--- config.mk ---
export PLATFORM = sky130hd
export DESIGN_NAME = servo_command_frame_encoder
export DESIGN_NICKNAME = d
export VERILOG_FILES = /design/src/hw/rtl/sfe_pkg.sv /design/src/hw/rtl/sfe_front.sv /design/src/hw/rtl/sfe_queue.sv /design/src/hw/rtl/sfe_back.sv /design/src/hw/rtl/servo_command_frame_encoder.sv
export SDC_FILE = /design/constraint.sdc
export NUM_CORES = 2
export LEC_CHECK = 0
export BUFFER_PORTS_ARGS = -buffer_cell sky130_fd_sc_hd__buf_2
export CORE_UTILIZATION = 43
export CTS_CLUSTER_DIAMETER = 50
export DETAILED_ROUTE_END_ITERATION = 8
export PLACE_DENSITY = 0.69
export SYNTH_ARGS = -nofsm -noshare
export SYNTH_HDL_FRONTEND = slang
export SYNTH_SLANG_ARGS = --single-unit
--- constraint.sdc ---
create_clock -name clk -period 20.8 [get_ports clk]
set_input_delay 2.08 -clock clk [delete_from_list [all_inputs] [get_ports clk]]
set_output_delay 2.08 -clock clk [all_outputs]
set_load 0.05 [all_outputs]
--- src/hw/rtl/sfe_pkg.sv ---
// package for the servo command frame encoder
// constants and types shared by all rtl files, and the divide-by-ten helper used by the front end
// no dependencies
package sfe_pkg;

	// stream widths
	localparam int IN_DATA_W  = 72;
	localparam int OUT_DATA_W = 8;

	// input word layout, lowest bit first
	localparam int CMD_LSB    = 0;
	localparam int CMD_W      = 2;
	localparam int POS_LSB    = 2;
	localparam int ANGLE_W    = 24;
	localparam int SPEED_LSB  = 26;
	localparam int SPEED_W    = 17;
	localparam int SECTOR_LSB = 43;

	// command codes
	localparam logic [CMD_W-1:0] MODE_POS   = 2'd0;
	localparam logic [CMD_W-1:0] MODE_CW    = 2'd1;
	localparam logic [CMD_W-1:0] MODE_CCW   = 2'd2;
	localparam logic [CMD_W-1:0] MODE_SWEEP = 2'd3;

	// frame bytes
	localparam logic [7:0] SYNC0      = 8'hFF;
	localparam logic [7:0] SYNC1      = 8'hAA;
	localparam logic [7:0] SYNC2      = 8'h55;
	localparam logic [7:0] ASCII_ZERO = 8'h30;

	// frame byte positions
	localparam int CNT_W = 5;
	localparam logic [CNT_W-1:0] BYTE_SYNC0  = 5'd0;
	localparam logic [CNT_W-1:0] BYTE_SYNC1  = 5'd1;
	localparam logic [CNT_W-1:0] BYTE_SYNC2  = 5'd2;
	localparam logic [CNT_W-1:0] BYTE_MODE   = 5'd3;
	localparam logic [CNT_W-1:0] BYTE_DIGIT0 = 5'd4;
	localparam logic [CNT_W-1:0] BYTE_LAST   = 5'd17;

	// angle wrap: bias makes any 24-bit angle positive, then restoring mod
	localparam int ACC_W = 25;
	localparam logic [ACC_W-1:0] TURN      = 25'd36000;
	localparam logic [ACC_W-1:0] WRAP_BIAS = 25'd8640000;   // 240 turns
	localparam int STEP_W = 4;
	localparam logic [STEP_W-1:0] WRAP_LAST_STEP  = 4'd8;    // 36000 << 9 exceeds any biased value
	localparam logic [STEP_W-1:0] DIGIT_LAST_STEP = 4'd4;    // five digits per lane

	// scaling: pos = floor(w*5/18), sector = floor(w*5/36), reciprocal then fix
	localparam int SCALE_W = 18;
	localparam int PROD_W  = 36;
	localparam logic [SCALE_W-1:0] POS_RECIP = 18'd233016;   // floor(2^22/18)
	localparam logic [SCALE_W-1:0] SEC_RECIP = 18'd233016;   // floor(2^23/36)
	localparam logic [SCALE_W-1:0] POS_DIV   = 18'd18;
	localparam logic [SCALE_W-1:0] SEC_DIV   = 18'd36;
	localparam int POS_Q_W = 14;
	localparam int SEC_Q_W = 13;

	localparam logic [SPEED_W-1:0] SPEED_MAX = 17'd99999;

	// decimal lanes
	localparam int LANES     = 3;
	localparam int LANE_POS  = 0;
	localparam int LANE_SPD  = 1;
	localparam int LANE_SEC  = 2;
	localparam int BCD_W     = 20;
	localparam int SEC_BCD_W = 16;
	localparam int BCD_DIGITS = 14;
	localparam logic [SPEED_W-1:0] DIV10_RECIP = 17'd52428;  // floor(2^19/10)

	typedef enum logic [2:0] {
		FE_IDLE,
		FE_WRAP,
		FE_MUL,
		FE_FIX,
		FE_DIGIT,
		FE_HOLD
	} fe_state_t;

	typedef struct packed {
		logic [CMD_W-1:0]     mode;
		logic [BCD_W-1:0]     pos_bcd;
		logic [BCD_W-1:0]     speed_bcd;
		logic [SEC_BCD_W-1:0] sector_bcd;
	} frame_entry_t;

	typedef struct packed {
		logic full;
		logic empty;
	} queue_stat_t;

	typedef struct packed {
		logic [SPEED_W-1:0] q;
		logic [3:0]         r;
	} div10_t;

	// v / 10 and v % 10 for 17-bit v: reciprocal estimate is low by at most one
	function automatic div10_t div10(input logic [SPEED_W-1:0] v);
		logic [2*SPEED_W-1:0] prod;
		logic [SPEED_W-1:0]   q0;
		logic [SPEED_W-1:0]   rem;
		div10_t               res;
		prod = (2*SPEED_W)'(v) * (2*SPEED_W)'(DIV10_RECIP);
		q0   = SPEED_W'(prod >> 19);
		rem  = v - (q0 << 3) - (q0 << 1);
		if (rem >= SPEED_W'(10)) begin
			res.q = q0 + SPEED_W'(1);
			res.r = 4'(rem - SPEED_W'(10));
		end else begin
			res.q = q0;
			res.r = 4'(rem);
		end
		return res;
	endfunction

endpackage

--- src/hw/rtl/sfe_front.sv ---
// front end: accepts a command, wraps and scales the angles, splits into digits
// depends on sfe_pkg
module sfe_front (
	input  logic                          clk,
	input  logic                          arst_n,
	input  logic                          s_tvalid,
	output logic                          s_tready,
	input  logic [sfe_pkg::IN_DATA_W-1:0] s_tdata,
	output logic                          push,
	output sfe_pkg::frame_entry_t         entry,
	input  sfe_pkg::queue_stat_t          qstat
);

	sfe_pkg::fe_state_t state_q, state_d;
	logic [sfe_pkg::STEP_W-1:0]  step_q;
	logic [sfe_pkg::CMD_W-1:0]   mode_q;
	logic [sfe_pkg::ACC_W-1:0]   pacc_q, sacc_q;
	logic [sfe_pkg::SPEED_W-1:0] speed_q;
	logic [sfe_pkg::PROD_W-1:0]  pprod_q, sprod_q;
	logic [sfe_pkg::SPEED_W-1:0] lane_q [sfe_pkg::LANES];
	logic [sfe_pkg::BCD_W-1:0]   bcd_q  [sfe_pkg::LANES];

	logic                         accept;
	logic [sfe_pkg::CMD_W-1:0]    in_cmd;
	logic [sfe_pkg::ANGLE_W-1:0]  in_pos, in_sec;
	logic [sfe_pkg::SPEED_W-1:0]  in_speed;
	logic [sfe_pkg::ACC_W-1:0]    limit;
	logic [sfe_pkg::SCALE_W-1:0]  pn, sn, prem, srem;
	logic [sfe_pkg::POS_Q_W-1:0]  pq0, pq;
	logic [sfe_pkg::SEC_Q_W-1:0]  sq0, sq;
	sfe_pkg::div10_t              dv [sfe_pkg::LANES];

	assign in_cmd   = s_tdata[sfe_pkg::CMD_LSB +: sfe_pkg::CMD_W];
	assign in_pos   = s_tdata[sfe_pkg::POS_LSB +: sfe_pkg::ANGLE_W];
	assign in_speed = s_tdata[sfe_pkg::SPEED_LSB +: sfe_pkg::SPEED_W];
	assign in_sec   = s_tdata[sfe_pkg::SECTOR_LSB +: sfe_pkg::ANGLE_W];
	assign accept   = s_tvalid && s_tready;

	// restoring modulo step limit
	assign limit = sfe_pkg::TURN << step_q;

	// times five, then reciprocal estimate and one correction
	assign pn   = {pacc_q[15:0], 2'b00} + sfe_pkg::SCALE_W'(pacc_q[15:0]);
	assign sn   = {sacc_q[15:0], 2'b00} + sfe_pkg::SCALE_W'(sacc_q[15:0]);
	assign pq0  = pprod_q[22 +: sfe_pkg::POS_Q_W];
	assign sq0  = sprod_q[23 +: sfe_pkg::SEC_Q_W];
	assign prem = pn - sfe_pkg::SCALE_W'(sfe_pkg::SCALE_W'(pq0) * sfe_pkg::POS_DIV);
	assign srem = sn - sfe_pkg::SCALE_W'(sfe_pkg::SCALE_W'(sq0) * sfe_pkg::SEC_DIV);
	assign pq   = (prem >= sfe_pkg::POS_DIV) ? pq0 + sfe_pkg::POS_Q_W'(1) : pq0;
	assign sq   = (srem >= sfe_pkg::SEC_DIV) ? sq0 + sfe_pkg::SEC_Q_W'(1) : sq0;

	always_comb begin
		for (int i = 0; i < sfe_pkg::LANES; i++) begin
			dv[i] = sfe_pkg::div10(lane_q[i]);
		end
	end

	// next state
	always_comb begin
		state_d = state_q;
		case (state_q)
			sfe_pkg::FE_IDLE:  if (accept) state_d = sfe_pkg::FE_WRAP;
			sfe_pkg::FE_WRAP:  if (step_q == '0) state_d = sfe_pkg::FE_MUL;
			sfe_pkg::FE_MUL:   state_d = sfe_pkg::FE_FIX;
			sfe_pkg::FE_FIX:   state_d = sfe_pkg::FE_DIGIT;
			sfe_pkg::FE_DIGIT: if (step_q == '0) state_d = sfe_pkg::FE_HOLD;
			sfe_pkg::FE_HOLD:  if (!qstat.full) state_d = sfe_pkg::FE_IDLE;
			default:           state_d = sfe_pkg::FE_IDLE;
		endcase
	end

	// outputs
	always_comb begin
		s_tready = 1'b0;
		push     = 1'b0;
		case (state_q)
			sfe_pkg::FE_IDLE: s_tready = 1'b1;
			sfe_pkg::FE_HOLD: push     = !qstat.full;
			default: begin
				s_tready = 1'b0;
				push     = 1'b0;
			end
		endcase
	end

	assign entry.mode       = mode_q;
	assign entry.pos_bcd    = bcd_q[sfe_pkg::LANE_POS];
	assign entry.speed_bcd  = bcd_q[sfe_pkg::LANE_SPD];
	assign entry.sector_bcd = bcd_q[sfe_pkg::LANE_SEC][sfe_pkg::SEC_BCD_W-1:0];

	always_ff @(posedge clk or negedge arst_n) begin
		if (!arst_n) begin
			state_q <= sfe_pkg::FE_IDLE;
			step_q  <= '0;
		end else begin
			state_q <= state_d;
			case (state_q)
				sfe_pkg::FE_IDLE:  step_q <= sfe_pkg::WRAP_LAST_STEP;
				sfe_pkg::FE_FIX:   step_q <= sfe_pkg::DIGIT_LAST_STEP;
				sfe_pkg::FE_WRAP,
				sfe_pkg::FE_DIGIT: step_q <= step_q - sfe_pkg::STEP_W'(1);
				default:           step_q <= step_q;
			endcase
		end
	end

	always_ff @(posedge clk) begin
		case (state_q)
			sfe_pkg::FE_IDLE: begin
				if (accept) begin
					mode_q  <= in_cmd;
					pacc_q  <= {in_pos[sfe_pkg::ANGLE_W-1], in_pos} + sfe_pkg::WRAP_BIAS;
					sacc_q  <= {in_sec[sfe_pkg::ANGLE_W-1], in_sec} + sfe_pkg::WRAP_BIAS;
					speed_q <= (in_speed > sfe_pkg::SPEED_MAX) ? sfe_pkg::SPEED_MAX : in_speed;
				end
			end
			sfe_pkg::FE_WRAP: begin
				if (pacc_q >= limit) pacc_q <= pacc_q - limit;
				if (sacc_q >= limit) sacc_q <= sacc_q - limit;
			end
			sfe_pkg::FE_MUL: begin
				pprod_q <= sfe_pkg::PROD_W'(pn) * sfe_pkg::PROD_W'(sfe_pkg::POS_RECIP);
				sprod_q <= sfe_pkg::PROD_W'(sn) * sfe_pkg::PROD_W'(sfe_pkg::SEC_RECIP);
			end
			sfe_pkg::FE_FIX: begin
				// position only in go-to and sweep, sector only in sweep
				lane_q[sfe_pkg::LANE_POS] <= (mode_q inside {sfe_pkg::MODE_POS, sfe_pkg::MODE_SWEEP})
					? sfe_pkg::SPEED_W'(pq) : '0;
				lane_q[sfe_pkg::LANE_SPD] <= speed_q;
				lane_q[sfe_pkg::LANE_SEC] <= (mode_q == sfe_pkg::MODE_SWEEP)
					? sfe_pkg::SPEED_W'(sq) : '0;
			end
			sfe_pkg::FE_DIGIT: begin
				// least significant digit first, shifted in from the top
				for (int i = 0; i < sfe_pkg::LANES; i++) begin
					lane_q[i] <= dv[i].q;
					bcd_q[i]  <= {dv[i].r, bcd_q[i][sfe_pkg::BCD_W-1:4]};
				end
			end
			default: begin
			end
		endcase
	end

endmodule

--- src/hw/rtl/sfe_queue.sv ---
// two-entry queue of encoded frames between front and back end
// depends on sfe_pkg
module sfe_queue (
	input  logic                  clk,
	input  logic                  arst_n,
	input  logic                  push,
	input  sfe_pkg::frame_entry_t din,
	input  logic                  pop,
	output sfe_pkg::frame_entry_t dout,
	output sfe_pkg::queue_stat_t  qstat
);

	sfe_pkg::frame_entry_t mem_q [2];
	logic       wr_ptr_q, rd_ptr_q;
	logic [1:0] count_q;

	assign dout        = mem_q[rd_ptr_q];
	assign qstat.full  = count_q == 2'd2;
	assign qstat.empty = count_q == 2'd0;

	always_ff @(posedge clk) begin
		if (push) mem_q[wr_ptr_q] <= din;
	end

	always_ff @(posedge clk or negedge arst_n) begin
		if (!arst_n) begin
			wr_ptr_q <= 1'b0;
			rd_ptr_q <= 1'b0;
			count_q  <= '0;
		end else begin
			if (push) wr_ptr_q <= !wr_ptr_q;
			if (pop)  rd_ptr_q <= !rd_ptr_q;
			case ({push, pop})
				2'b10:   count_q <= count_q + 2'd1;
				2'b01:   count_q <= count_q - 2'd1;
				default: count_q <= count_q;
			endcase
		end
	end

endmodule

--- src/hw/rtl/sfe_back.sv ---
// back end: walks one queued frame out as eighteen bytes, one per cycle while m_tready is high
// depends on sfe_pkg
module sfe_back (
	input  logic                           clk,
	input  logic                           arst_n,
	input  sfe_pkg::frame_entry_t          head,
	input  sfe_pkg::queue_stat_t           qstat,
	output logic                           pop,
	output logic                           m_tvalid,
	input  logic                           m_tready,
	output logic [sfe_pkg::OUT_DATA_W-1:0] m_tdata,
	output logic                           m_tlast
);

	sfe_pkg::frame_entry_t             cur_q;
	logic                              active_q;
	logic [sfe_pkg::CNT_W-1:0]         cnt_q;
	logic                              tvalid_q, tlast_q;
	logic [sfe_pkg::OUT_DATA_W-1:0]    tdata_q;

	logic                                load, at_end;
	logic [sfe_pkg::OUT_DATA_W-1:0]      byte_d;
	logic [sfe_pkg::BCD_DIGITS*4-1:0]    all_bcd;
	logic [3:0]                          digit_idx;

	assign load      = !tvalid_q || m_tready;
	assign at_end    = cnt_q == sfe_pkg::BYTE_LAST;
	assign pop       = !qstat.empty && (!active_q || (load && at_end));
	assign all_bcd   = {cur_q.pos_bcd, cur_q.speed_bcd, cur_q.sector_bcd};
	assign digit_idx = 4'(cnt_q - sfe_pkg::BYTE_DIGIT0);

	always_comb begin
		case (cnt_q) inside
			sfe_pkg::BYTE_SYNC0: byte_d = sfe_pkg::SYNC0;
			sfe_pkg::BYTE_SYNC1: byte_d = sfe_pkg::SYNC1;
			sfe_pkg::BYTE_SYNC2: byte_d = sfe_pkg::SYNC2;
			sfe_pkg::BYTE_MODE:  byte_d = sfe_pkg::ASCII_ZERO | 8'(cur_q.mode);
			[sfe_pkg::BYTE_DIGIT0:sfe_pkg::BYTE_LAST]:
				byte_d = sfe_pkg::ASCII_ZERO
					| 8'(all_bcd[(sfe_pkg::BCD_DIGITS - 1 - int'(digit_idx)) * 4 +: 4]);
			default:             byte_d = '0;
		endcase
	end

	assign m_tvalid = tvalid_q;
	assign m_tdata  = tdata_q;
	assign m_tlast  = tlast_q;

	always_ff @(posedge clk or negedge arst_n) begin
		if (!arst_n) begin
			active_q <= 1'b0;
			cnt_q    <= '0;
			tvalid_q <= 1'b0;
		end else begin
			if (pop) begin
				active_q <= 1'b1;
				cnt_q    <= '0;
			end else if (load && active_q) begin
				cnt_q <= cnt_q + sfe_pkg::CNT_W'(1);
				if (at_end) active_q <= 1'b0;
			end
			if (load) tvalid_q <= active_q;
		end
	end

	always_ff @(posedge clk) begin
		if (pop) cur_q <= head;
		if (load && active_q) begin
			tdata_q <= byte_d;
			tlast_q <= at_end;
		end
	end

endmodule

--- src/hw/rtl/servo_command_frame_encoder.sv ---
// path: an accepted command passes the front end (9 wrap steps, multiply, fix-up,
// 5 digit steps, queue write), then the queue and the back end to its first frame byte
// output: one byte per cycle while m_axis_tready is high and frames are queued, set by the back end byte counter
// the front end takes the next command while the back end still sends the last frame
// reset: asynchronous, clears sequencer, counters and queue pointers; no clearing pass
module servo_command_frame_encoder (
	input  logic                           clk,
	input  logic                           arst_n,
	// command words
	input  logic                           s_axis_tvalid,
	output logic                           s_axis_tready,
	// [1:0] command, [25:2] position_centideg, [42:26] speed_tenths,
	// [66:43] sector_centideg, [71:67] zero
	input  logic [sfe_pkg::IN_DATA_W-1:0]  s_axis_tdata,
	// frame bytes
	output logic                           m_axis_tvalid,
	input  logic                           m_axis_tready,
	// [7:0] tx_byte
	output logic [sfe_pkg::OUT_DATA_W-1:0] m_axis_tdata,
	// last_byte of the frame
	output logic                           m_axis_tlast
);

	// encoded frame handed from front to back
	sfe_pkg::frame_entry_t q_din, q_head;
	sfe_pkg::queue_stat_t  q_stat;
	logic                  q_push, q_pop;

	// front: wrap, scale and decimal split, one command at a time
	sfe_front u_front (
		.clk      (clk),
		.arst_n   (arst_n),
		.s_tvalid (s_axis_tvalid),
		.s_tready (s_axis_tready),
		.s_tdata  (s_axis_tdata),
		.push     (q_push),
		.entry    (q_din),
		.qstat    (q_stat)
	);

	// short queue so either side can stall on its own
	sfe_queue u_queue (
		.clk    (clk),
		.arst_n (arst_n),
		.push   (q_push),
		.din    (q_din),
		.pop    (q_pop),
		.dout   (q_head),
		.qstat  (q_stat)
	);

	// back: header, mode digit and fourteen digits through a registered output
	sfe_back u_back (
		.clk      (clk),
		.arst_n   (arst_n),
		.head     (q_head),
		.qstat    (q_stat),
		.pop      (q_pop),
		.m_tvalid (m_axis_tvalid),
		.m_tready (m_axis_tready),
		.m_tdata  (m_axis_tdata),
		.m_tlast  (m_axis_tlast)
	);

	// the front end never writes a full queue
	a_no_overflow: assert property (@(posedge clk) disable iff (!arst_n)
		q_push |-> !q_stat.full)
		else $error("frame queue written while full");

	// the back end never pops an empty queue
	a_no_underflow: assert property (@(posedge clk) disable iff (!arst_n)
		q_pop |-> !q_stat.empty)
		else $error("frame queue read while empty");

	// the front end is busy after taking a command and drops s_axis_tready
	a_front_busy: assert property (@(posedge clk) disable iff (!arst_n)
		(s_axis_tvalid && s_axis_tready) |=> !s_axis_tready)
		else $error("command taken while front end busy");

	// a byte following the end of a frame opens the next frame
	a_frame_start: assert property (@(posedge clk) disable iff (!arst_n)
		(m_axis_tvalid && m_axis_tready && m_axis_tlast)
		|=> (!m_axis_tvalid || m_axis_tdata == sfe_pkg::SYNC0))
		else $error("frame does not start with sync byte");

endmodule
==> results.ini <==
[outcome]
status=completed

[clock_tree]
cts_buffers=68
cts-htree-levels=3
clk_pin_slew_ps=60
post-cts-setup-buffer-count=0
clockBufferDepth=3
cts-root-buf=clkbuf_16
clock_sinks=404
cts_tree=yes
clk_latency_ps=620
ctsResizeCount=0
hold_buffers=0

[worst_setup_path]
path_buf_inv=5
timing.rr.end=u_front.lane_q[0][2]
required_ps=21130
r2r_cells=34
crit_family=adder cells
end_kind=flip-flop
critPathKind=reg -> reg
start_kind=flip-flop
critPathMaxStageDelay_ps=880
reg2reg_from=u_front.lane_q[0][1]
r2r_setup_slack_ps=9980
slowest_stage=a2111oi_0
cp.arrival_ps=11150
critical_path.max_fanout=9

[global_route]
grt_use_total_pct=18.8
grt_pass1_vias=32500
overflow=0
antenna_found_initial=2
grt_pass1_wl_um=164000
grt_max_degree=67

[min_path]
hp-class=reg -> reg
min_from=u_front.bcd_q[0][57]
hold_depth=0
hold_path_end=u_front.bcd_q[0][53]

[detailed_routing]
via_per_inst=5.34
dr.pass1.iters=5
ant_nets=0
drc=0
drt-total-wl_um=99200
first_iter_violations=1937
wl_per_cell_um=16.7
vias=31800

[floorplanning]
dieHeight_um=328
initial_utilization_pct=43.4
core-area_sq_um=105000
row_count=119
io_pins=87
die_area_sq_um=108000
die_x_um=328

[timing]
setup_tns_ps=0
tightestPinTransition_ps=1120
relSlewSlack_pct=25.1
hold_viol=0
min_period_over_period_pct=52.0
grt_setup_unrepaired=no
fin_crit_ps=10820
clock_skew_ps=29.1
finalSetupViolations=0
fmax_ghz=0.0924
drv_slew=0

[logic_synthesis]
ys_warn_count=0
async_flop_share_pct=4.46
syn-num-nets=5670
syn_area_sq_um=45700
synth_cell_type_count=87
synth_area_per_cell_sq_um=10.4
postSynthCellCount=4411
ys_seq_area_share_pct=26.4
synth_edf_count=386
ys_seq_elements=404
synth_ff_type=edfxtp_1

[cells_and_area]
drive_gt1_share_pct=7.56
final_nets=5773
area_growth_pct=9.72
num_antenna_cells=0

[placement]
hpwl_um=79200
gp_congestion=0.899
port-buffer-count=81

[job]
drv_cap=0

==> logic make-up after synthesis <==
kind of cell,count (synthesis),synth area share (%)
xor gates and xnor gates,287,5.50
adders and majority gates,1184,38.2
buffers and inverters,850,7.00
and+or+nand+nor,819,9.05
DFF,404,26.4
muxes,104,2.78
AOI/OAI and AO/OA,763,11.1
==> worst register-to-register path, delay by kind of cell, from the launching register on <==
kind	cells	cell delay, ps
xor+xnor	3	690
simple gates	6	1290
compound gates	11	3670
buf+inv	5	390
fa+ha+maj	9	4010
flops	1	500
==> cell usage after synthesis, types with 64 or more instances <==
cell | n | share of area (%)
a21o_1 | 78 | 1.3
a21oi_1 | 191 | 2.1
ha_1 | 833 | 23
mux2_2 | 64 | 1.6
o21ai_0 | 144 | 1.6
xor2_1 | 102 | 2.0
fa_1 | 350 | 15
edfxtp_1 | 386 | 25
nor2_1 | 181 | 1.5
xnor2_1 | 185 | 3.5
nor3_1 | 76 | 0.83
inv_1 | 784 | 6.4
nand3_1 | 69 | 0.76
nand2_1 | 197 | 1.6
==> per-stage QoR <==
step	utilization (%)	area, sq um	hold WS [ps]	cells	setup slack (ps)
6_report	47.6	50100	426	5957	9980
5_1_grt	47.6	50100	437	5957	9450
4_1_cts	47.6	50100	426	5957	10080
3_5_place_dp	45.4	47800	406	5835	10160
3_3_place_gp	45.4	47800	404	5835	10380
2_1_floorplan	-	45700	400	4411	11550
==> state kept, by name (all words and copies together) (netlist names) <==
| register | cells |
|---|---|
| u_queue.wr_ptr_q | 1 |
| u_queue.count_q | 2 |
| u_front.state_q | 3 |
| u_front.step_q | 4 |
| u_front.bcd_q | 60 |
| u_front.pacc_q | 25 |
| u_front.sacc_q | 25 |
| u_front.mode_q | 2 |
| u_back.m_tdata | 8 |
| u_back.m_tlast | 1 |
| u_front.sprod_q | 13 |
| u_back.cnt_q | 5 |
| u_front.speed_q | 17 |
| u_back.cur_q | 2 |
| u_back.all_bcd | 56 |
| u_back.active_q | 1 |
| u_back.m_tvalid | 1 |
| u_front.pprod_q | 14 |
| u_front.lane_q | 47 |
| u_queue.rd_ptr_q | 1 |
| u_queue.mem_q | 116 |
==> how the worst max path moves through the flow <==
stage	from	cells past startpoint	endpoint
3_5_place_dp	u_front.lane_q[0][1]	34	u_front.lane_q[0][5]
2_1_floorplan	u_front.lane_q[0][1]	36	u_front.lane_q[0][6]
5_1_grt	u_front.lane_q[0][1]	35	u_front.lane_q[0][3]
4_1_cts	u_front.lane_q[0][1]	34	u_front.lane_q[0][2]
6_report	u_front.lane_q[0][1]	34	u_front.lane_q[0][2]
3_3_place_gp	u_front.lane_q[0][1]	35	u_front.lane_q[0][6]
==> routing by layer <==
metal / global-route usage [%] / wire length [um] / vias to the layer above
met5: 0 / 23 / -
met4: 6.10 / 2930 / 4
met3: 2.81 / 5120 / 153
met2: 31.4 / 46600 / 658
met1: 25.0 / 44500 / 15400
li1: - / - / 15600
==> cell usage in the layout, fill, tap and decap left out, drive strengths merged, types with 14 or more instances in the layout <==
master,n
ha,833
a211oi,39
nor2,182
o31ai,27
a21o,78
edfxtp,386
and3,26
xor2,102
nor2b,36
mux2,64
or3,22
dfrtp,18
or2,16
clkbuf,76
o22ai,33
fa,350
o21a,41
inv,798
nand2,197
mux2i,28
a31oi,23
o21ai,150
a21oi,191
nand4,45
buf,99
clkinv,21
nand3,70
nand4b,14
xnor2,185
nand2b,33
and2,40
nor3,77
o21bai,34
o211ai,24
nor4,19
==> final cells by class <==
class	instances	area, sq um
tap	1391	1740
inverter	784	2940
multi-input combinational	3157	30500
clock buffer	76	1820
clock inverter	46	558
sequential	404	12000
timing repair buffer	99	541
fill	9613	55100
Power is not shown: default switching activity piles up to over one toggle a cycle in this logic, so the estimate is an artifact.
